`config.mk`:
```
export PLATFORM = sky130hd
export DESIGN_NAME = double_ended_queue
export DESIGN_NICKNAME = d
export VERILOG_FILES = /design/src/rtl/dqe_pkg.sv /design/src/rtl/dqe_cell.sv /design/src/rtl/dqe_chain.sv /design/src/rtl/double_ended_queue.sv
export SDC_FILE = /design/constraint.sdc
export NUM_CORES = 2
export LEC_CHECK = 0
export BUFFER_PORTS_ARGS = -buffer_cell sky130_fd_sc_hd__buf_2
export CORE_ASPECT_RATIO = 0.5
export CORE_UTILIZATION = 40
export DETAILED_ROUTE_END_ITERATION = 16
export SLEW_MARGIN = 40
export SYNTH_ARGS = -nofsm -noshare
export SYNTH_HDL_FRONTEND = slang
export SYNTH_SLANG_ARGS = --single-unit
```
`constraint.sdc`:
```
create_clock -name clk -period 6.6 [get_ports clk]
set_clock_uncertainty 0.05 [all_clocks]
set_input_delay 0.99 -clock clk [delete_from_list [all_inputs] [get_ports clk]]
set_output_delay 0.99 -clock clk [all_outputs]
set_load 0.01 [all_outputs]
```
`src/rtl/dqe_pkg.sv`:
```
// ----------------------------------------------------------------------------
// dqe_pkg
// Types and codes shared by the double-ended queue modules.
// ----------------------------------------------------------------------------
package dqe_pkg;

    typedef enum logic [2:0] {
        CMD_PUSH_FRONT = 3'd0,
        CMD_PUSH_BACK  = 3'd1,
        CMD_POP_FRONT  = 3'd2,
        CMD_POP_BACK   = 3'd3,
        CMD_CLEAR      = 3'd4,
        CMD_QUERY      = 3'd5
    } cmd_t;

    typedef enum logic [1:0] {
        ST_DONE  = 2'd0,
        ST_FULL  = 2'd1,
        ST_EMPTY = 2'd2
    } status_t;

    typedef struct packed {
        cmd_t               cmd;
        logic signed [31:0] value;
    } deq_in_t;

    typedef struct packed {
        logic signed [31:0] front_value;
        logic signed [31:0] back_value;
        logic        [4:0]  count;
        logic               is_empty;
        status_t            status;
    } deq_out_t;

    // Whole-chain move requested by the control logic.
    typedef struct packed {
        logic shift_up;        // insert at cell 0, everything moves one up
        logic shift_down;      // drop cell 0, everything moves one down
        logic write_at_count;  // store at the first free cell
    } chain_ctrl_t;

    // What one cell does this cycle.
    typedef struct packed {
        logic shift_up;
        logic shift_down;
        logic load;
    } cell_ctrl_t;

endpackage

```
`src/rtl/dqe_cell.sv`:
```
// ----------------------------------------------------------------------------
// dqe_cell
// One storage cell of the queue chain: holds one word, takes it from a
// neighbor on a shift or from the insert bus on a load.
// ----------------------------------------------------------------------------
module dqe_cell #(
    parameter int WORD_BITS = 32
) (
    input  logic                   clk,
    input  dqe_pkg::cell_ctrl_t    ctrl,
    input  logic [WORD_BITS-1:0]   up_word,    // from the lower neighbor
    input  logic [WORD_BITS-1:0]   down_word,  // from the upper neighbor
    input  logic [WORD_BITS-1:0]   ins_word,
    output logic [WORD_BITS-1:0]   word
);
    import dqe_pkg::*;

    logic [WORD_BITS-1:0] data_reg;
    logic [WORD_BITS-1:0] data_next;

    always_comb
    begin
        if (ctrl.shift_up)
        begin
            data_next = up_word;
        end
        else if (ctrl.shift_down)
        begin
            data_next = down_word;
        end
        else if (ctrl.load)
        begin
            data_next = ins_word;
        end
        else
        begin
            data_next = data_reg;
        end
    end

    always_ff @(posedge clk)
    begin
        data_reg <= data_next;
    end

    assign word = data_reg;

endmodule

```
`src/rtl/dqe_chain.sv`:
```
// ----------------------------------------------------------------------------
// dqe_chain
// Row of DEPTH cells with the end word fixed at cell 0. Shifts move the
// whole row one place; a load lands at the cell whose index equals count.
// ----------------------------------------------------------------------------
module dqe_chain #(
    parameter int DEPTH     = 16,
    parameter int WORD_BITS = 32,
    parameter int CW        = 5
) (
    input  logic                   clk,
    input  dqe_pkg::chain_ctrl_t   ctrl,
    input  logic [CW-1:0]          count,
    input  logic [WORD_BITS-1:0]   ins_word,
    output logic [WORD_BITS-1:0]   end_word
);
    import dqe_pkg::*;

    logic [WORD_BITS-1:0] words [DEPTH];

    for (genvar i = 0; i < DEPTH; i++)
    begin : g_cell
        cell_ctrl_t           cc;
        logic [WORD_BITS-1:0] up_w;
        logic [WORD_BITS-1:0] down_w;

        assign cc.shift_up   = ctrl.shift_up;
        assign cc.shift_down = ctrl.shift_down;
        assign cc.load       = ctrl.write_at_count && (count == CW'(i));

        if (i == 0)
        begin : g_first
            assign up_w = ins_word;
        end
        else
        begin : g_mid
            assign up_w = words[i-1];
        end

        // top cell has no upper neighbor; its word falls out of range
        if (i == DEPTH - 1)
        begin : g_last
            assign down_w = words[i];
        end
        else
        begin : g_inner
            assign down_w = words[i+1];
        end

        dqe_cell #(
            .WORD_BITS (WORD_BITS)
        ) u_cell (
            .clk       (clk),
            .ctrl      (cc),
            .up_word   (up_w),
            .down_word (down_w),
            .ins_word  (ins_word),
            .word      (words[i])
        );
    end

    assign end_word = words[0];

endmodule

```
`src/rtl/double_ended_queue.sv`:
```
// ----------------------------------------------------------------------------
// double_ended_queue
// Bounded double-ended queue of signed words built from two rows of cells.
// ----------------------------------------------------------------------------
// Takes one command per item (push front, push back, pop front, pop back,
// clear, query; codes 6 and 7 behave as query) and returns one result item
// describing the queue afterwards: front and back words (-1 when empty),
// count, empty flag and status (done, push dropped because full, pop on
// empty ignored). The result of a command is shown in the cycle after it is
// taken; a new command is accepted whenever no result is waiting or
// the waiting one is taken in the same cycle, so the block sustains one item
// per clock with no stall on the result side. Storage is two chains of DEPTH
// cells: the front chain keeps the front word in cell 0, the back chain keeps
// the back word in cell 0. A push at one end shifts that end's chain up and
// writes the other chain at the first free cell; a pop shifts its own chain
// down and only lowers the count for the other. Both result words therefore
// come straight from cell 0 registers, with no wide read mux. Slot contents
// are not reset; clear only zeroes the count. Stored words hold the pushed
// value cut or sign-extended to WORD_BITS, and go out likewise at 32 bits.
// ----------------------------------------------------------------------------
module double_ended_queue #(
    parameter int DEPTH     = 16,
    parameter int WORD_BITS = 32
) (
    input  logic               clk,
    input  logic               rst_n,
    input  logic               cmd_valid,
    output logic               cmd_stall,
    input  dqe_pkg::deq_in_t   cmd_item,
    output logic               rsp_valid,
    input  logic               rsp_stall,
    output dqe_pkg::deq_out_t  rsp_item
);
    import dqe_pkg::*;

    localparam int CW = $clog2(DEPTH + 1);

    logic [CW-1:0]        count_reg;
    logic [CW-1:0]        count_next;
    status_t              status_reg;
    status_t              status_next;
    logic                 rsp_vld_reg;
    logic                 rsp_vld_next;

    logic                 accept;
    logic                 full;
    logic                 empty;
    chain_ctrl_t          front_ctrl;
    chain_ctrl_t          back_ctrl;
    logic [WORD_BITS-1:0] ins_word;
    logic [WORD_BITS-1:0] front_word;
    logic [WORD_BITS-1:0] back_word;
    logic [31:0]          front_ext;
    logic [31:0]          back_ext;
    logic [CW+4:0]        count_wide;

    // State only moves when the result slot is free or being emptied.
    assign cmd_stall = rsp_vld_reg && rsp_stall;
    assign accept    = cmd_valid && !cmd_stall;

    assign full  = (count_reg == CW'(DEPTH));
    assign empty = (count_reg == '0);

    // Narrow or widen the pushed word to the stored width.
    if (WORD_BITS <= 32)
    begin : g_ins_narrow
        assign ins_word = cmd_item.value[WORD_BITS-1:0];
    end
    else
    begin : g_ins_wide
        assign ins_word = {{(WORD_BITS-32){cmd_item.value[31]}}, cmd_item.value};
    end

    // Back to 32 bits: sign-extended from WORD_BITS, or truncated when wider.
    if (WORD_BITS >= 32)
    begin : g_out_wide
        assign front_ext = front_word[31:0];
        assign back_ext  = back_word[31:0];
    end
    else
    begin : g_out_narrow
        assign front_ext = {{(32-WORD_BITS){front_word[WORD_BITS-1]}}, front_word};
        assign back_ext  = {{(32-WORD_BITS){back_word[WORD_BITS-1]}}, back_word};
    end

    // Command decode: chain moves, next count and status.
    always_comb
    begin
        front_ctrl  = '0;
        back_ctrl   = '0;
        count_next  = count_reg;
        status_next = ST_DONE;
        case (cmd_item.cmd)
            CMD_PUSH_FRONT:
            begin
                if (full)
                begin
                    status_next = ST_FULL;
                end
                else
                begin
                    front_ctrl.shift_up      = 1'b1;
                    back_ctrl.write_at_count = 1'b1;
                    count_next               = count_reg + 1'b1;
                end
            end
            CMD_PUSH_BACK:
            begin
                if (full)
                begin
                    status_next = ST_FULL;
                end
                else
                begin
                    back_ctrl.shift_up        = 1'b1;
                    front_ctrl.write_at_count = 1'b1;
                    count_next                = count_reg + 1'b1;
                end
            end
            CMD_POP_FRONT:
            begin
                if (empty)
                begin
                    status_next = ST_EMPTY;
                end
                else
                begin
                    front_ctrl.shift_down = 1'b1;
                    count_next            = count_reg - 1'b1;
                end
            end
            CMD_POP_BACK:
            begin
                if (empty)
                begin
                    status_next = ST_EMPTY;
                end
                else
                begin
                    back_ctrl.shift_down = 1'b1;
                    count_next           = count_reg - 1'b1;
                end
            end
            CMD_CLEAR:
            begin
                count_next = '0;
            end
            default:
            begin
                // query and unused codes leave the queue alone
            end
        endcase
        if (!accept)
        begin
            front_ctrl  = '0;
            back_ctrl   = '0;
            count_next  = count_reg;
            status_next = status_reg;
        end
    end

    always_comb
    begin
        if (accept)
        begin
            rsp_vld_next = 1'b1;
        end
        else if (rsp_stall)
        begin
            rsp_vld_next = rsp_vld_reg;
        end
        else
        begin
            rsp_vld_next = 1'b0;
        end
    end

    always_ff @(posedge clk or negedge rst_n)
    begin
        if (!rst_n)
        begin
            count_reg   <= '0;
            status_reg  <= ST_DONE;
            rsp_vld_reg <= 1'b0;
        end
        else
        begin
            count_reg   <= count_next;
            status_reg  <= status_next;
            rsp_vld_reg <= rsp_vld_next;
        end
    end

    dqe_chain #(
        .DEPTH     (DEPTH),
        .WORD_BITS (WORD_BITS),
        .CW        (CW)
    ) u_front (
        .clk      (clk),
        .ctrl     (front_ctrl),
        .count    (count_reg),
        .ins_word (ins_word),
        .end_word (front_word)
    );

    dqe_chain #(
        .DEPTH     (DEPTH),
        .WORD_BITS (WORD_BITS),
        .CW        (CW)
    ) u_back (
        .clk      (clk),
        .ctrl     (back_ctrl),
        .count    (count_reg),
        .ins_word (ins_word),
        .end_word (back_word)
    );

    // Result comes straight from the state; it cannot move while it waits.
    assign count_wide = {5'b0, count_reg};

    assign rsp_valid            = rsp_vld_reg;
    assign rsp_item.front_value = empty ? '1 : front_ext;
    assign rsp_item.back_value  = empty ? '1 : back_ext;
    assign rsp_item.count       = count_wide[4:0];
    assign rsp_item.is_empty    = empty;
    assign rsp_item.status      = status_reg;

    // ------------------------------------------------------------------
    // Assertions
    // ------------------------------------------------------------------
    a_count_bound: assert property (@(posedge clk) disable iff (!rst_n)
        count_reg <= CW'(DEPTH))
        else $error("count above depth");

    a_accept_gives_rsp: assert property (@(posedge clk) disable iff (!rst_n)
        accept |=> rsp_valid)
        else $error("accepted item produced no result");

    a_full_flag: assert property (@(posedge clk) disable iff (!rst_n)
        rsp_valid && status_reg == ST_FULL |-> count_reg == CW'(DEPTH))
        else $error("full status with room left");

    a_empty_flag: assert property (@(posedge clk) disable iff (!rst_n)
        rsp_valid && status_reg == ST_EMPTY |-> empty)
        else $error("pop-on-empty status with words stored");

    a_single_word: assert property (@(posedge clk) disable iff (!rst_n)
        rsp_valid && count_reg == CW'(1) |-> front_word == back_word)
        else $error("front and back chains disagree on single word");

endmodule
```
---- Word level (Yosys, flattened, before mapping) ----
Cells that the tools add are included.
storage, ports and cells
  register bits after elaboration ......... 1,032
  input port bits ......................... 39
  output and inout bits ................... 74
  word-level logic and storage cells ...... 251
operators by class
  add/subtract/negate cells ............... 2
  multiplexer cells ....................... 114
  reduce and logical (&&, ||, !) cells .... 75
  eq/ne operators ......................... 25
operator list
  kind                                                    number
  two-way mux 32 bit                                      98
  nonzero test 3 bit                                      31
  equality test 5 x 4 -> 1 bit (second input constant)    8
  logical AND 1 bit                                       34
  equality test 5 x 3 -> 1 bit (second input constant)    4
  case mux 5 bit (3 select lines)                         1
  equality test 5 x 2 -> 1 bit (second input constant)    2
  two-way mux 5 bit                                       2
  two-way mux 1 bit                                       9
  equality test 3 x 2 -> 1 bit (second input constant)    2
  two-way mux 3 bit                                       2
  inequality test 2 x 1 -> 1 bit (second input constant)  3
  adder 5 x 1 -> 5 bit (second input constant)            1
  equality test 5 x 1 -> 1 bit (second input constant)    1
  equality test 5 bit (second input constant)             1
  zero test 5 bit                                         1
  subtractor 5 x 1 -> 5 bit (second input constant)       1
  inequality test 2 bit (second input constant)           2
  case mux 2 bit (2 select lines)                         1
  AND reduction 2 bit                                     2
  AND reduction 4 bit                                     1
  nonzero test 2 bit                                      2
  OR reduction 2 bit                                      2
  equality test 3 x 1 -> 1 bit (second input constant)    1
  other kinds (4)                                         4

---- Logic depth before layout (Yosys ltp) ----
  depth after elaboration ................. 8
  gate-level depth with buffers ........... 11
  gate-level depth less buffers ........... 7

---- By module ----
Synthesis repeated with hierarchy kept, for this count alone.
unflattened totals
  cells, all modules ...................... 4,662
  area, all modules ....................... 54,886.4 µm²
modules (own cells, without submodules)
  module              area an instance (µm²)  times used  cells each  seq. area each (µm²)
  dqe_cell            1,672.9                 32          140         960.9
  double_ended_queue  1,092.3                 1           136         200.2
  dqe_chain           131.4                   2           23          0.0

---- Worst setup path before layout ----
OpenSTA, ideal clock, no wires.
  kind .................................... input -> register
  from .................................... input cmd_valid
  to ...................................... register u_front.g_cell[11].u_cell.data_reg[0], enable pin
  slack ................................... 1.486 ns
  setup time .............................. 0.470 ns
  arrival ................................. 4.595 ns
  buffers on the path ..................... 3
  cell stages on the path ................. 7
  cell sequence ........................... a21boi_2 and4_1 clkbuf_1 buf_2 buf_2 nand2_1 o31ai_1
on the way
  cells in the longest elaborated chain, start to end .. 4
RTL lines
  element                                  RTL line                   text
  from (decl)                              double_ended_queue.sv:27   input logic cmd_valid,
  logical AND 1 bit (*)                    double_ended_queue.sv:59   assign accept = cmd_valid && !cmd_stall;
  two-way mux 3 bit (*)                    double_ended_queue.sv:153  if (!accept)
  logical AND 1 bit                        dqe_chain.sv:29            assign cc.load = ctrl.write_at_count && (count == CW'(i));
  nonzero test 3 bit (no source line) (*)  -
  to (signal assigned)                     dqe_cell.sv:43             data_reg <= data_next;
  to (decl)                                dqe_cell.sv:18             logic [WORD_BITS-1:0] data_reg;
Mark *: on every way between the ends. The rest lies on a longest branch, timed or not.
A chain may end at the register's enable or synchronous reset.

==> qor.yml <==
status: "complete, no violations"
first_pass_iters: 6
grt_pass1_wl_mm: 171
ir_drop_mv: 0.222
r2r_end: "u_front.g_cell[14].u_cell.word[9]$_DFFE_PP_"
dp_hpwl_mm: 59.2
required_ps: 5560
p_sw_mw: 3.82
sequentialPowerShare: 0.518
clk_pin_slew_ps: 60
syn_area_sq_um: 45100
reg2reg_depth: 8
cts_sinks: 1032
holdCritPathClass: "primary input to async pin"
synth_edf_count: 1024
synth_cells: 2946
end_kind: "primary output"
setup_tns_ps: 0
ant_nets: 0
syn_avg_cell_area_sq_um: 15.3
regToRegSetupSlack_ps: 2410
initial_utilization: 0.406
cts_setup_buffers: 0
clockRootBuffer: "clkbuf_16"
die_area_sq_um: 114000
gp_congestion: 0.803
die_w_um: 477
min_period_ps: 4510
grt_pass1_vias: 26200
drive_above_1_share: 0.120
worst_hold_slack_ps: 121
fin_nets: 2864
intPower_mw: 11.5
synth_top_area_frac: 0.682
power_density_nw_per_um2: 309
max_cap_viol_count: 0
ys_ff_latch: 1032
rsz0062_at_grt: "no"
die_h_um: 239
syn2layout_area_growth_pct: 9.63
relSlewSlack: 0.436
rows: 86
wl_per_cell_um: 26.4
cp-start-kind: "register"
setup_violations: 0
crit_arrival_ps: 3470
yosysSeqAreaShare: 0.687
cts_inserted_buffers: 96
crit_path_max_fanout: 37
yosys_warnings: 0
fmax_ghz: 0.222
vias: 28600
fin_crit_sh: 0.684
yosys_most_used_dff: "edfxtp_1"
antenna_found_initial: 10
clockBufferDepth: 3
total_power_mw: 15.3
yosysTopAreaCell: "edfxtp_1"
via_per_inst: 6.50
p_clk_frac: 0.366
slew_violations: 0
tritoncts: "yes"
synth_area_leaders: "edfxtp_1 68%, a221o_1 20%, nand2_1 3.3%"
drcViolationCount: 0
hold_violations: 0
ys_types: 47
grt_max_degree: 211
power.leakage_nw: 16.7
reg2reg_from: "count_reg[0]$_DFFE_PN0P_"
sw_frac_of_total: 0.250
io_pins: 113
routed_wl_mm: 116
n_fill_cell: 9729
insertion_delay_ps: 650
syn_nets: 2991
synthArstFlopShare: 0.00775
core_area_sq_um: 111000
overflow: 0
cts_hold_buf: 0
grt_use_total: 0.194
drt-initial-drc-count: 3827
combPwrFrac: 0.116
tightest_slew_ps: 846
cts.htree.levels: 3
cts_resized: 0
crit_type: "register to primary output"
portBuffers: 112
==> metal layers <==
layer  wire [um]  vias to the layer above  part of all wire  GRT usage
met3        7860                      141             0.068     0.0297
met1       54200                    14900              0.47      0.296
met4        2320                        0             0.020     0.0501
li1            -                    12200                 -          -
met5           0                        -                 0          0
met2       51600                     1271              0.45      0.289
==> layout make-up <==
type	count	area [sq um]	area share
repair buffers	161	1170	0.0237
inverters	6	23.8	0.000481
clock buffers	112	2480	0.0503
diodes	6	15.0	0.000304
flip-flops and latches	1032	30900	0.627
well taps	1496	1870	0.0379
multi-input cells	1522	12300	0.249
clock inverters	61	589	0.0119
==> cells in the final DEF, fill, tap and decap left out, drive strengths merged, types with 2 or more instances in the layout <==
master and instances:
nand4 4, and2 2, bufinv 12, clkbuf 112
inv 5, o31ai 3, a221oi 3, and3 67
a221o 896, ha 6, edfxtp 1024, a21oi 2
and4 2, dfrtp 8, nor2b 3, nand3 5
mux2 2, nand2b 66, diode 6, clkinvlp 4
buf 161, mux2i 3, nor2 9, clkinv 46
o21ai 16, a21o 14, nand2 399, nor4 4
==> per-stage QoR <==
stage          std cells   util  area, sq um  setup WS, ps
3_3_place_gp        4208  0.415        46000          2360
4_1_cts             4384  0.444        49200          2050
6_report            4396  0.445        49400          2090
2_1_floorplan       2946      -        45100          1490
3_5_place_dp        4211  0.416        46200          2360
5_1_grt             4395  0.445        49400          1930
==> critical path, stage by stage (launching register included) <==
cell	delay [ps]
dfrtp_1	450
inv_1	140
ha_1	340
or4b_4	780
buf_4	570
nand2b_1	300
buf_2	220
==> logic make-up after synthesis <==
| family | count (synthesis) | synth area share |
|---|---|---|
| flops | 1032 | 0.687 |
| compound gates | 944 | 0.206 |
| simple gates | 567 | 0.0570 |
| buf+inv | 392 | 0.0468 |
| fa+ha+maj | 6 | 0.00167 |
| mux | 5 | 0.00117 |
==> worst max-delay path by stage <==
stage,cells past startpoint,from,endpoint
after floorplan,7,cmd_valid,u_front.g_cell[11].u_cell.word[0]$_DFFE_PP_
after global placement,5,rsp_stall,u_back.g_cell[3].u_cell.word[15]$_DFFE_PP_
after detailed placement,5,rsp_stall,u_back.g_cell[3].u_cell.word[18]$_DFFE_PP_
after CTS,6,count_reg[0]$_DFFE_PN0P_,rsp_item[20]
after global routing,6,count_reg[0]$_DFFE_PN0P_,rsp_item[20]
final,6,count_reg[0]$_DFFE_PN0P_,rsp_item[18]
==> synthesized netlist by cell type, types with 2 or more instances <==
cell,instances
a21o_1,14
a21oi_1,2
a221o_1,896
a221oi_1,3
and2_1,2
and3_1,67
and4_1,2
buf_1,3
buf_2,133
buf_4,39
buf_6,43
clkbuf_1,168
dfrtp_1,8
edfxtp_1,1024
ha_1,6
inv_1,5
mux2_2,2
mux2i_1,3
nand2_1,399
nand2b_1,66
nand3_1,5
nand4_1,3
nor2_1,7
nor2_4,2
nor2b_1,3
nor4_1,2
nor4_2,2
o21ai_0,16
o31ai_1,3
==> power by group through the flow <==
stage	clock network (mW)	registers [mW]	logic (mW)
finish	5.60	7.91	1.77
global route	5.93	7.94	1.90
CTS	5.69	7.90	1.76
detailed placement	0	8.03	1.75
global placement	0	8.03	1.70
floorplan	0	7.97	1.19
No activity file was read; power rests on OpenSTA's default activity.
